**config.mk**
```make
export PLATFORM = sky130hd
export DESIGN_NAME = long_press_detector
export DESIGN_NICKNAME = d
export VERILOG_FILES = /design/src/hw/rtl/lpd_pkg.sv /design/src/hw/rtl/lpd_ram.sv /design/src/hw/rtl/lpd_ctrl.sv /design/src/hw/rtl/lpd_datapath.sv /design/src/hw/rtl/long_press_detector.sv
export VERILOG_INCLUDE_DIRS = /design/src /design/src/hw/rtl
export SDC_FILE = /design/constraint.sdc
export NUM_CORES = 2
export LEC_CHECK = 0
export BUFFER_PORTS_ARGS = -buffer_cell sky130_fd_sc_hd__buf_2
export CAP_MARGIN = 20
export CORE_UTILIZATION = 60
export DETAILED_ROUTE_END_ITERATION = 10
export PLACE_DENSITY = 0.85
export SLEW_MARGIN = 20
export SYNTH_ARGS = -nofsm -noshare
export SYNTH_HDL_FRONTEND = slang
export SYNTH_SLANG_ARGS = --single-unit
```
**constraint.sdc**
```tcl
create_clock -name clk -period 14.05 [get_ports clk]
set_clock_uncertainty 0.05 [all_clocks]
set_input_delay 2.81 -clock clk [delete_from_list [all_inputs] [get_ports clk]]
set_output_delay 2.81 -clock clk [all_outputs]
set_load 0.01 [all_outputs]
```
**src/hw/rtl/long_press_detector_macros.svh**
```systemverilog
// Assertion macros used by the long press detector top level.
`ifndef LONG_PRESS_DETECTOR_MACROS_SVH
`define LONG_PRESS_DETECTOR_MACROS_SVH

// Same-cycle implication, checked on clk, masked while rst_n is low.
`define LPD_ASSERT_IMP(lbl, ante, cons, msg) \
    lbl: assert property (@(posedge clk) disable iff (!rst_n) (ante) |-> (cons)) \
        else $error(msg);

// Next-cycle implication, checked on clk, masked while rst_n is low.
`define LPD_ASSERT_NXT(lbl, ante, cons, msg) \
    lbl: assert property (@(posedge clk) disable iff (!rst_n) (ante) |=> (cons)) \
        else $error(msg);

`endif

```
**src/hw/rtl/lpd_pkg.sv**
```systemverilog
// Package: types, codes and constants of the long press detector.
package lpd_pkg;

    localparam int FINGERS_DEF = 16;

    localparam int ID_W    = 4;
    localparam int POS_W   = 16;
    localparam int TIME_W  = 32;
    localparam int CFG_W   = 32;
    localparam int CFG_IDX_W = 1;

    localparam logic [CFG_IDX_W-1:0] REG_MAX_DISTANCE = 1'd0;
    localparam logic [CFG_IDX_W-1:0] REG_MIN_TIME     = 1'd1;

    localparam logic [POS_W-1:0]  MAX_DISTANCE_RST = 16'd328;
    localparam logic [TIME_W-1:0] MIN_TIME_RST     = 32'd1000;

    typedef enum logic [1:0] {
        FUNC_DOWN = 2'd0,
        FUNC_MOVE = 2'd1,
        FUNC_UP   = 2'd2,
        FUNC_TICK = 2'd3
    } func_t;

    typedef enum logic [3:0] {
        S_IDLE,
        S_DOWN,
        S_UP,
        S_MV_RD,
        S_MV_DIFF,
        S_MV_SQ,
        S_MV_COMMIT,
        S_TK_SCAN,
        S_TK_EVAL,
        S_TK_FLUSH
    } state_t;

    // One finger entry as stored in the entry RAM.
    typedef struct packed {
        logic [POS_W-1:0]  start_x;
        logic [POS_W-1:0]  start_y;
        logic [POS_W-1:0]  cur_x;
        logic [POS_W-1:0]  cur_y;
        logic [TIME_W-1:0] start_time;
    } lpd_entry_t;

    typedef struct packed {
        logic latch;      // capture the input word, rewind scan
        logic down;       // write new entry, set held
        logic up;         // drop entry
        logic mv_read;    // read entry of finger
        logic mv_diff;    // register abs deltas
        logic mv_sq;      // register squares and limit
        logic mv_commit;  // compare, update or drop
        logic scan_issue; // read entry at scan index
        logic flush;      // emit pending trigger as final
    } lpd_cmd_t;

    typedef struct packed {
        logic id_ok;
        logic scan_last;
    } lpd_status_t;

endpackage

```
**src/hw/rtl/lpd_ram.sv**
```systemverilog
// Generic single-port-write, single-port-read RAM with registered read.
module lpd_ram #(
    parameter int WIDTH = 8,
    parameter int DEPTH = 16,
    localparam int AW = (DEPTH > 1) ? $clog2(DEPTH) : 1
) (
    input  logic             clk,
    input  logic             we,
    input  logic [AW-1:0]    waddr,
    input  logic [WIDTH-1:0] wdata,
    input  logic             re,
    input  logic [AW-1:0]    raddr,
    output logic [WIDTH-1:0] rdata
);

    logic [WIDTH-1:0] mem [DEPTH];
    logic [WIDTH-1:0] rdata_reg;

    always_ff @(posedge clk)
    begin
        if (we)
        begin
            mem[waddr] <= wdata;
        end
        if (re)
        begin
            rdata_reg <= mem[raddr];
        end
    end

    assign rdata = rdata_reg;

endmodule

```
**src/hw/rtl/lpd_ctrl.sv**
```systemverilog
// Controller state machine of the long press detector.
module lpd_ctrl (
    input  logic                clk,
    input  logic                rst_n,
    input  logic                start,
    input  logic [1:0]          func,
    input  lpd_pkg::lpd_status_t status,
    output lpd_pkg::lpd_cmd_t    cmd,
    output logic                busy
);

    import lpd_pkg::*;

    state_t state_reg;
    state_t state_next;
    func_t  func_in;

    assign func_in = func_t'(func);

    always_ff @(posedge clk or negedge rst_n)
    begin
        if (!rst_n)
        begin
            state_reg <= S_IDLE;
        end
        else
        begin
            state_reg <= state_next;
        end
    end

    always_comb
    begin
        state_next = state_reg;
        unique case (state_reg)
            S_IDLE:
            begin
                if (start)
                begin
                    unique case (func_in)
                        FUNC_DOWN: state_next = S_DOWN;
                        FUNC_MOVE: state_next = S_MV_RD;
                        FUNC_UP:   state_next = S_UP;
                        FUNC_TICK: state_next = S_TK_SCAN;
                        default:   state_next = S_IDLE;
                    endcase
                end
            end
            S_DOWN:      state_next = S_IDLE;
            S_UP:        state_next = S_IDLE;
            S_MV_RD:     state_next = status.id_ok ? S_MV_DIFF : S_IDLE;
            S_MV_DIFF:   state_next = S_MV_SQ;
            S_MV_SQ:     state_next = S_MV_COMMIT;
            S_MV_COMMIT: state_next = S_IDLE;
            S_TK_SCAN:   state_next = status.scan_last ? S_TK_EVAL : S_TK_SCAN;
            S_TK_EVAL:   state_next = S_TK_FLUSH;
            S_TK_FLUSH:  state_next = S_IDLE;
            default:     state_next = S_IDLE;
        endcase
    end

    always_comb
    begin
        cmd  = '0;
        busy = 1'b1;
        unique case (state_reg)
            S_IDLE:
            begin
                busy      = 1'b0;
                cmd.latch = start;
            end
            S_DOWN:      cmd.down       = status.id_ok;
            S_UP:        cmd.up         = status.id_ok;
            S_MV_RD:     cmd.mv_read    = status.id_ok;
            S_MV_DIFF:   cmd.mv_diff    = 1'b1;
            S_MV_SQ:     cmd.mv_sq      = 1'b1;
            S_MV_COMMIT: cmd.mv_commit  = 1'b1;
            S_TK_SCAN:   cmd.scan_issue = 1'b1;
            S_TK_EVAL:   cmd            = '0;
            S_TK_FLUSH:  cmd.flush      = 1'b1;
            default:     cmd            = '0;
        endcase
    end

endmodule

```
**src/hw/rtl/lpd_datapath.sv**
```systemverilog
// Datapath: config registers, held bits, entry RAM, drift and age checks.
module lpd_datapath #(
    parameter int FINGERS = lpd_pkg::FINGERS_DEF
) (
    input  logic                                clk,
    input  logic                                rst_n,
    input  lpd_pkg::lpd_cmd_t                   cmd,
    output lpd_pkg::lpd_status_t                status,
    input  logic [lpd_pkg::ID_W-1:0]            finger_id,
    input  logic [lpd_pkg::POS_W-1:0]           pos_x,
    input  logic [lpd_pkg::POS_W-1:0]           pos_y,
    input  logic [lpd_pkg::TIME_W-1:0]          event_time,
    input  logic                                cfg_we,
    input  logic [lpd_pkg::CFG_IDX_W-1:0]       cfg_index,
    input  logic [lpd_pkg::CFG_W-1:0]           cfg_wdata,
    output logic                                result_valid,
    output logic [lpd_pkg::ID_W-1:0]            fired_finger,
    output logic [lpd_pkg::POS_W-1:0]           trigger_x,
    output logic [lpd_pkg::POS_W-1:0]           trigger_y,
    output logic                                last
);

    import lpd_pkg::*;

    localparam int IDX_W = (FINGERS > 1) ? $clog2(FINGERS) : 1;
    localparam logic [IDX_W-1:0] SCAN_END = IDX_W'(FINGERS - 1);

    // captured input word
    logic [ID_W-1:0]   id_reg;
    logic [POS_W-1:0]  px_reg;
    logic [POS_W-1:0]  py_reg;
    logic [TIME_W-1:0] now_reg;

    logic [POS_W-1:0]  max_dist_reg;
    logic [TIME_W-1:0] min_time_reg;

    logic [FINGERS-1:0] valid_reg;
    logic [FINGERS-1:0] valid_next;

    // move pipeline
    logic [POS_W-1:0]   dx_reg;
    logic [POS_W-1:0]   dy_reg;
    logic [2*POS_W-1:0] sqx_reg;
    logic [2*POS_W-1:0] sqy_reg;
    logic [2*POS_W-1:0] lim_reg;
    logic [2*POS_W:0]   d2;
    logic               mv_drop;
    logic               mv_keep;

    // tick scan
    logic [IDX_W-1:0]  scan_cnt_reg;
    logic              s1_valid_reg;
    logic [IDX_W-1:0]  s1_idx_reg;
    logic [TIME_W-1:0] age;
    logic              tk_due;

    logic              pend_valid_reg;
    logic [IDX_W-1:0]  pend_idx_reg;
    logic [POS_W-1:0]  pend_x_reg;
    logic [POS_W-1:0]  pend_y_reg;

    logic              emit_mid;
    logic              emit_end;
    logic              res_valid_reg;
    logic [ID_W-1:0]   res_finger_reg;
    logic [POS_W-1:0]  res_x_reg;
    logic [POS_W-1:0]  res_y_reg;
    logic              res_last_reg;

    // entry RAM
    logic [IDX_W-1:0] id_idx;
    logic             ram_we;
    logic             ram_re;
    logic [IDX_W-1:0] ram_raddr;
    lpd_entry_t       ram_wdata;
    lpd_entry_t       rd;

    assign id_idx       = IDX_W'(id_reg);
    assign status.id_ok = (32'(id_reg) < 32'(FINGERS));
    assign status.scan_last = (scan_cnt_reg == SCAN_END);

    always_ff @(posedge clk or negedge rst_n)
    begin
        if (!rst_n)
        begin
            max_dist_reg <= MAX_DISTANCE_RST;
            min_time_reg <= MIN_TIME_RST;
        end
        else if (cfg_we)
        begin
            unique case (cfg_index)
                REG_MAX_DISTANCE: max_dist_reg <= cfg_wdata[POS_W-1:0];
                REG_MIN_TIME:     min_time_reg <= cfg_wdata[TIME_W-1:0];
                default:          min_time_reg <= min_time_reg;
            endcase
        end
    end

    always_ff @(posedge clk)
    begin
        if (cmd.latch)
        begin
            id_reg  <= finger_id;
            px_reg  <= pos_x;
            py_reg  <= pos_y;
            now_reg <= event_time;
        end
    end

    // ---- move: |d|, squares, compare ----
    always_ff @(posedge clk)
    begin
        if (cmd.mv_diff)
        begin
            dx_reg <= (px_reg >= rd.start_x) ? px_reg - rd.start_x : rd.start_x - px_reg;
            dy_reg <= (py_reg >= rd.start_y) ? py_reg - rd.start_y : rd.start_y - py_reg;
        end
        if (cmd.mv_sq)
        begin
            sqx_reg <= (2*POS_W)'(dx_reg) * (2*POS_W)'(dx_reg);
            sqy_reg <= (2*POS_W)'(dy_reg) * (2*POS_W)'(dy_reg);
            lim_reg <= (2*POS_W)'(max_dist_reg) * (2*POS_W)'(max_dist_reg);
        end
    end

    assign d2      = {1'b0, sqx_reg} + {1'b0, sqy_reg};
    assign mv_drop = d2 > {1'b0, lim_reg};
    assign mv_keep = cmd.mv_commit & valid_reg[id_idx] & ~mv_drop;

    // ---- RAM access ----
    assign ram_re    = cmd.mv_read | cmd.scan_issue;
    assign ram_raddr = cmd.scan_issue ? scan_cnt_reg : id_idx;
    assign ram_we    = cmd.down | mv_keep;

    always_comb
    begin
        ram_wdata = rd;
        if (cmd.down)
        begin
            ram_wdata.start_x    = px_reg;
            ram_wdata.start_y    = py_reg;
            ram_wdata.start_time = now_reg;
        end
        ram_wdata.cur_x = px_reg;
        ram_wdata.cur_y = py_reg;
    end

    lpd_ram #(
        .WIDTH ($bits(lpd_entry_t)),
        .DEPTH (FINGERS)
    ) u_ram (
        .clk   (clk),
        .we    (ram_we),
        .waddr (id_idx),
        .wdata (ram_wdata),
        .re    (ram_re),
        .raddr (ram_raddr),
        .rdata (rd)
    );

    // ---- tick scan: one entry per cycle, one-deep pending trigger ----
    assign age    = now_reg - rd.start_time;
    assign tk_due = s1_valid_reg & valid_reg[s1_idx_reg] & (age >= min_time_reg);

    always_ff @(posedge clk or negedge rst_n)
    begin
        if (!rst_n)
        begin
            scan_cnt_reg <= '0;
            s1_valid_reg <= 1'b0;
        end
        else
        begin
            if (cmd.latch)
            begin
                scan_cnt_reg <= '0;
            end
            else if (cmd.scan_issue)
            begin
                scan_cnt_reg <= scan_cnt_reg + IDX_W'(1);
            end
            s1_valid_reg <= cmd.scan_issue;
        end
    end

    always_ff @(posedge clk)
    begin
        if (cmd.scan_issue)
        begin
            s1_idx_reg <= scan_cnt_reg;
        end
        if (tk_due)
        begin
            pend_idx_reg <= s1_idx_reg;
            pend_x_reg   <= rd.cur_x;
            pend_y_reg   <= rd.cur_y;
        end
    end

    // held bits
    always_comb
    begin
        valid_next = valid_reg;
        if (cmd.down)
        begin
            valid_next[id_idx] = 1'b1;
        end
        if (cmd.up || (cmd.mv_commit && mv_drop))
        begin
            valid_next[id_idx] = 1'b0;
        end
        if (tk_due)
        begin
            valid_next[s1_idx_reg] = 1'b0;
        end
    end

    always_ff @(posedge clk or negedge rst_n)
    begin
        if (!rst_n)
        begin
            valid_reg      <= '0;
            pend_valid_reg <= 1'b0;
        end
        else
        begin
            valid_reg <= valid_next;
            if (tk_due)
            begin
                pend_valid_reg <= 1'b1;
            end
            else if (cmd.flush)
            begin
                pend_valid_reg <= 1'b0;
            end
        end
    end

    // ---- result register ----
    assign emit_mid = tk_due & pend_valid_reg;
    assign emit_end = cmd.flush & pend_valid_reg;

    always_ff @(posedge clk or negedge rst_n)
    begin
        if (!rst_n)
        begin
            res_valid_reg <= 1'b0;
        end
        else
        begin
            res_valid_reg <= emit_mid | emit_end;
        end
    end

    always_ff @(posedge clk)
    begin
        if (emit_mid || emit_end)
        begin
            res_finger_reg <= ID_W'(pend_idx_reg);
            res_x_reg      <= pend_x_reg;
            res_y_reg      <= pend_y_reg;
            res_last_reg   <= emit_end;
        end
    end

    assign result_valid = res_valid_reg;
    assign fired_finger = res_finger_reg;
    assign trigger_x    = res_x_reg;
    assign trigger_y    = res_y_reg;
    assign last         = res_last_reg;

endmodule

```
**src/hw/rtl/long_press_detector.sv**
```systemverilog
// Long press detector: busy while a word runs; new words are taken only in S_IDLE. A
// move reads, diffs, squares and commits (stopping after the read for a bad id); a tick
// reads the entry RAM one finger entry a cycle, then flushes. Triggers of a tick leave in
// ascending finger order, one cycle each, the last one flagged; the receiver cannot stall.
// rst_n asynchronous, active low: clears held bits, config to defaults, controller idle.
module long_press_detector #(
    parameter int FINGERS = lpd_pkg::FINGERS_DEF
) (
    input  logic                           clk,
    input  logic                           rst_n,
    // command channel
    input  logic                           start,
    output logic                           busy,
    input  logic [1:0]                     func,
    input  logic [lpd_pkg::ID_W-1:0]       finger_id,
    input  logic [lpd_pkg::POS_W-1:0]      pos_x,
    input  logic [lpd_pkg::POS_W-1:0]      pos_y,
    input  logic [lpd_pkg::TIME_W-1:0]     event_time,
    // trigger words, one-cycle strobe
    output logic                           result_valid,
    output logic [lpd_pkg::ID_W-1:0]       fired_finger,
    output logic [lpd_pkg::POS_W-1:0]      trigger_x,
    output logic [lpd_pkg::POS_W-1:0]      trigger_y,
    output logic                           last,
    // config write port: 0 max_distance, 1 min_time
    input  logic                           cfg_we,
    input  logic [lpd_pkg::CFG_IDX_W-1:0]  cfg_index,
    input  logic [lpd_pkg::CFG_W-1:0]      cfg_wdata
);

    import lpd_pkg::*;

`include "long_press_detector_macros.svh"

    lpd_cmd_t    cmd;
    lpd_status_t status;

    // Controller sequences each word: down/up touch the held bits (and RAM on down);
    // move reads the entry, then |dx|,|dy| -> squares -> compare against max_distance^2;
    // tick walks every entry, holding one trigger back so the last can be flagged.
    lpd_ctrl u_ctrl (
        .clk    (clk),
        .rst_n  (rst_n),
        .start  (start),
        .func   (func),
        .status (status),
        .cmd    (cmd),
        .busy   (busy)
    );

    lpd_datapath #(
        .FINGERS (FINGERS)
    ) u_dp (
        .clk          (clk),
        .rst_n        (rst_n),
        .cmd          (cmd),
        .status       (status),
        .finger_id    (finger_id),
        .pos_x        (pos_x),
        .pos_y        (pos_y),
        .event_time   (event_time),
        .cfg_we       (cfg_we),
        .cfg_index    (cfg_index),
        .cfg_wdata    (cfg_wdata),
        .result_valid (result_valid),
        .fired_finger (fired_finger),
        .trigger_x    (trigger_x),
        .trigger_y    (trigger_y),
        .last         (last)
    );

    // A taken word always raises busy in the cycle after it is taken.
    `LPD_ASSERT_NXT(a_accept_busy, start && !busy, busy, "accepted word did not raise busy")
    // More triggers follow a non-final one, so the tick must still be running.
    `LPD_ASSERT_IMP(a_mid_busy, result_valid && !last, busy, "non-final trigger outside a tick")
    // The final trigger closes the tick: nothing follows it directly.
    `LPD_ASSERT_NXT(a_last_alone, result_valid && last, !result_valid, "trigger after final")

endmodule
```
* After elaboration in Yosys (flattened, before gate mapping)
Memory sizes are Yosys's and may differ from the RTL's. A register that Yosys moved wholly into a read port is not among the register bits. Cells that the tools add are included.
Operators by class: multiply operators 3, reductions and logical operators 11, add/sub/neg operators 7, muxes and demuxes 36, equal/unequal tests 14, bitwise operators 16, order comparisons 8
Operator list (number):
- $mul 16x16->32 | 3
- $mux 16 | 5
- $mux 32 | 2
- $sub 16x16->16 | 4
- $add 32x32->33 | 1
- $gt 33x32->1 | 1
- $and 16x16->16 | 2
- $ge 16x16->1 | 2
- $ge 32x32->1 | 1
- $not 16->16 | 2
- $sub 32x32->32 | 1
- $pmux 4 s6 | 1
- $mux 4 | 5
- $mux 1 | 18
- $eq 4x3->1 const B | 4
- $or 16x16->16 | 1
- $pmux 4 s4 | 1
- $eq 4x4->1 const B | 3
- $lt 4x5->1 const B | 2
- $bmux 1 s4 | 2
- $demux 1 s4 | 2
- $eq 4x2->1 const B | 2
- $ge 4x1->1 const B | 2
- $and 1x1->1 | 6
- 13 further kinds | 22
Word-level totals: memories kept 1, logic and storage cells 121, RAM bits 1536, output and inout bits 39, register bits 348
Memory list:
- u_dp.u_ram.mem | depth 16, bits a word 96, rd ports 1, clocked after Yosys merged registers in 1, wr ports 1, line lpd_ram.sv:16 | logic [WIDTH-1:0] mem [DEPTH];

* Longest topological paths before layout
word-level depth 10, mapped depth 26, mapped depth without buffers 25

* By module
A second synthesis with hierarchy kept.
Second synthesis, totals: cell total of the unflattened synthesis 6671, area, all modules 101502.3 um2
Modules (own cells, without submodules):
- lpd_ram | area each 60316.6 um2, cells each 2460, times used 1
- lpd_datapath | area each 40814.1 um2, cells each 4163, times used 1
- lpd_ctrl | area each 371.6 um2, cells each 48, times used 1

* Worst setup path after synthesis
No wires, ideal clock.
path kind reg2reg, start register u_dp.sqy_reg[5], end memory u_dp.u_ram.mem[10][0] in the netlist's numbering, enable pin, data required time 13332 ps, stages on the path, launching flop included 22, buffers on the path 1, setup slack 2688 ps, period minus slack after synthesis 11362 ps, data arrival time 10643 ps, library setup time 668 ps, path through edfxtp_1 ha_1 a21oi_1 nor2b_1 nor3_1 o21ai_1 or3b_1 a211oi_2 o21ai_0 a21boi_0 mux2i_1 nand2_1 ha_1 a21o_1 a211oi_1 nand2_1 a211oi_1 o221ai_1 a21oi_1 a31oi_2 buf_2 nor3_1
On the way: longest elaborated chain between the ends 7
RTL lines:
- from (decl) | line lpd_datapath.sv:44 | logic [2*POS_W-1:0] sqy_reg;
- from (signal assigned) | line lpd_datapath.sv:121 | sqy_reg <= (2*POS_W)'(dy_reg) * (2*POS_W)'(dy_reg);
- $add 32x32->33 | line lpd_datapath.sv:126 | assign d2 = {1'b0, sqx_reg} + {1'b0, sqy_reg};
- $gt 33x32->1 | line lpd_datapath.sv:127 | assign mv_drop = d2 > {1'b0, lim_reg};
- $not 1->1 | line lpd_datapath.sv:128 | assign mv_keep = cmd.mv_commit & valid_reg[id_idx] & ~mv_drop;
- $and 1x1->1 | line lpd_datapath.sv:128
- $or 1x1->1 | line lpd_datapath.sv:133 | assign ram_we = cmd.down | mv_keep;
- $mux 1 | line lpd_ram.sv:21 | if (we)
- $mux 1 (not written as such) | line lpd_ram.sv:23 | mem[waddr] <= wdata;
- to (decl) | line lpd_ram.sv:16
No other way between the ends.

* Final worst setup path
start register u_dp.sqy_reg[5], end memory u_dp.u_ram.mem[1][58] in the netlist's numbering, enable pin
The elaborated chain is that of the path after synthesis.

==> key figures <==
Status
  • Outcome: finished, final reports clean

Clock tree
  • Max clock buf depth: 3
  • CTS tree: built
  • CTS root buf: clkbuf_16
  • Clock sink count: 1977
  • Clock H-tree levels: 4
  • Worst-path clk slew: 70 ps
  • Total CTS buffers: 188
  • Clock insertion delay at the later pin of the skew report: 850 ps
  • Post-CTS resize count: 0
  • Post-CTS Setup Repair Bufs: 0
  • Hold Buf Count CTS: 0

Die
  • Die height: 415.2 microns
  • Core Area: 0.1695 sq mm
  • DIE AREA: 0.1724 sq mm
  • Starting Density: 60.45%
  • IO Count: 146
  • Chip width: 415.2 microns
  • FP Rows: 151

Logic synthesis
  • Top cells by area, synth: edfxtp_1, fa_1, mux4_2
  • Register area share after synthesis: 57.59%
  • Cells after synthesis: 6885
  • EDFF count, synth: 1902
  • Yosys Warn Count: 0
  • Yosys cell types: 91
  • Post-synthesis instance area: 0.1024 sq mm
  • #FFs+latches synth: 1977
  • Async set or reset register ratio after synthesis: 3.794%
  • Main synth FF type: edfxtp_1
  • Yosys top cell by area: edfxtp_1
  • Post-Syn Nets: 7974
  • Top cell type's share of synthesized area: 55.75%
  • Syn Area/Cell: 14.88 sq um

Run
  • Max-cap violations: 0

Routing
  • Post-DR wirelength/cell: 28.29 microns
  • DRC viols: 0
  • Via count: 62470
  • WL final: 267700 microns
  • Avg Vias per Cell: 6.600
  • Iteration-0 DRC Markers: 9099
  • Detailed Routing Iterations Pass 1: 9
  • Final ANT Viol Nets: 0

STA
  • Worst-Margin Slew: 1195 ps
  • Final hold vios: 0
  • Fmax: 0.1303 GHz
  • Relative slew slack: 19.81%
  • RSZ-0062 raised after global routing: no
  • Final-report max-slew violation count: 0
  • Final period utilization: 54.61%
  • Setup_tns: 0 ps
  • Worst setup slack after layout: 6378 ps
  • Final setup violation count: 0
  • Fin crit period: 7672 ps

Place
  • Gpl congestion: 0.9063
  • Placed Area: 0.1060 sq mm
  • Buffers on Ports: 145
  • Dpl ws: 6616 ps
  • Detailed placement HPWL: 152300 microns

Global routing
  • Total global routing overflow: 0
  • Gr usage total: 30.87%
  • Largest net degree at the start of global routing: 151
  • Vias in the first global route: 64300
  • First-pass GRT wire length: 396200 microns
  • Initial antenna violation count: 7

Final layout
  • Register area: 0.05900 sq mm
  • Multi-input gate area: 0.03896 sq mm
  • Layout fillers: 10500
  • Final Cell Area: 0.1122 sq mm
  • Layout Nets: 8181
  • P&R area growth vs syn: 9.471%
  • Max reg flops: 1536
  • Layout cells sized above 1: 15.11%
  • Commonest non-fill, non-tap cell in the layout: edfxtp_1
  • Diodes inserted: 0
  • Most frequent cells in the layout: edfxtp_1, inv_1, nand2_1, fa_1, ha_1

Critical path
  • Setup CP Type: reg2reg
  • Startpoint types: register
  • FF-to-FF Start: u_dp.sqy_reg[5]
  • Flop2flop setup slack: 6380 ps
  • Worst Path Required: 14450 ps
  • R2R depth: 23
  • Worst setup path startpoint: u_dp.sqy_reg[5]
  • Crit path max fanout: 56
  • Crit end category: register
  • CP arrival: 8070 ps
  • Worst r2r dst: u_dp.u_ram.mem[1][58]

Min path
  • Hold depth: 0
  • Hold endpoint: u_dp.trigger_x[10]
  • Hold_sp: u_dp.pend_x_reg[10]
  • Hold Path Class: reg2reg
==> worst max-delay path: stages, from the launching register on <==
cell,delay [ps]
edfxtp_1,380
ha_1,370
a21oi_1,90
nor2b_1,240
nor3_1,100
o21ai_1,140
or3b_1,410
a211oi_2,360
o21ai_0,160
a21boi_0,330
mux2i_1,220
nand2_1,70
ha_1,290
a21o_1,180
a211oi_1,380
nand2_1,110
a211oi_1,210
o221ai_1,160
a21oi_1,440
a31oi_2,160
buf_4,290
nor2b_4,640
buf_4,520
buf_4,840
==> layout make-up <==
type	instances	area share, %
Clock buffer	226	4.379
Tap cell	2218	2.474
Timing Repair Buffer	283	1.636
Sequential cell	1977	52.61
Inverter	922	3.088
Multi-Input combinational cell	3720	34.74
Clock inverter	119	1.071
==> Yosys cell counts (120+ instances only) <==
master    instances
nor2_1          157
a21o_1          129
and2_1          223
edfxtp_1       1902
xnor2_1         128
o21ai_0         153
fa_1            493
clkbuf_1        160
nand2_1         562
inv_1           921
a21oi_1         197
ha_1            489
a31oi_1         120
mux4_2          394
==> metrics by stage <==
step                      cells  hold WS, ps  utilization [%]
after detailed placement   9120        354.5            62.55
after global routing       9465        369.5            66.18
final                      9465        362.0            66.18
after global placement     9120        354.6            62.55
after CTS                  9465        364.2            66.16
after floorplan            6885        350.3                -
==> kinds of logic after synthesis <==
group	Yosys count	synth area share, %
DFF	1977	57.59
muxes	457	9.348
and+or+nand+nor	1210	5.598
adders and majority gates	982	15.61
AOI/OAI and AO/OA	884	5.686
buffers and inverters	1188	4.570
xor gates and xnor gates	187	1.599
==> metal layers <==
layer  track usage, %  share of wire (%)  up-vias
li1                 -                  -    25260
met1            39.40                 34    31320
met2            51.19                 49     4847
met3            5.798                 11     1039
met4            15.02                5.5        6
met5                0              0.015        -
==> how the worst max path moves through the flow <==
| stage | slack (ps) | cells past startpoint | to |
|---|---|---|---|
| 2_1_floorplan | 2690 | 21 | u_dp.u_ram.mem[10][0] |
| 3_3_place_gp | 6700 | 23 | u_dp.u_ram.mem[1][50] |
| 3_5_place_dp | 6620 | 23 | u_dp.u_ram.mem[1][51] |
| 4_1_cts | 6490 | 23 | u_dp.u_ram.mem[1][61] |
| 5_1_grt | 5960 | 23 | u_dp.u_ram.mem[1][61] |
| 6_report | 6380 | 23 | u_dp.u_ram.mem[1][58] |
Power is not shown: default switching activity piles up to over one toggle a cycle in this logic, so the estimate is an artifact.
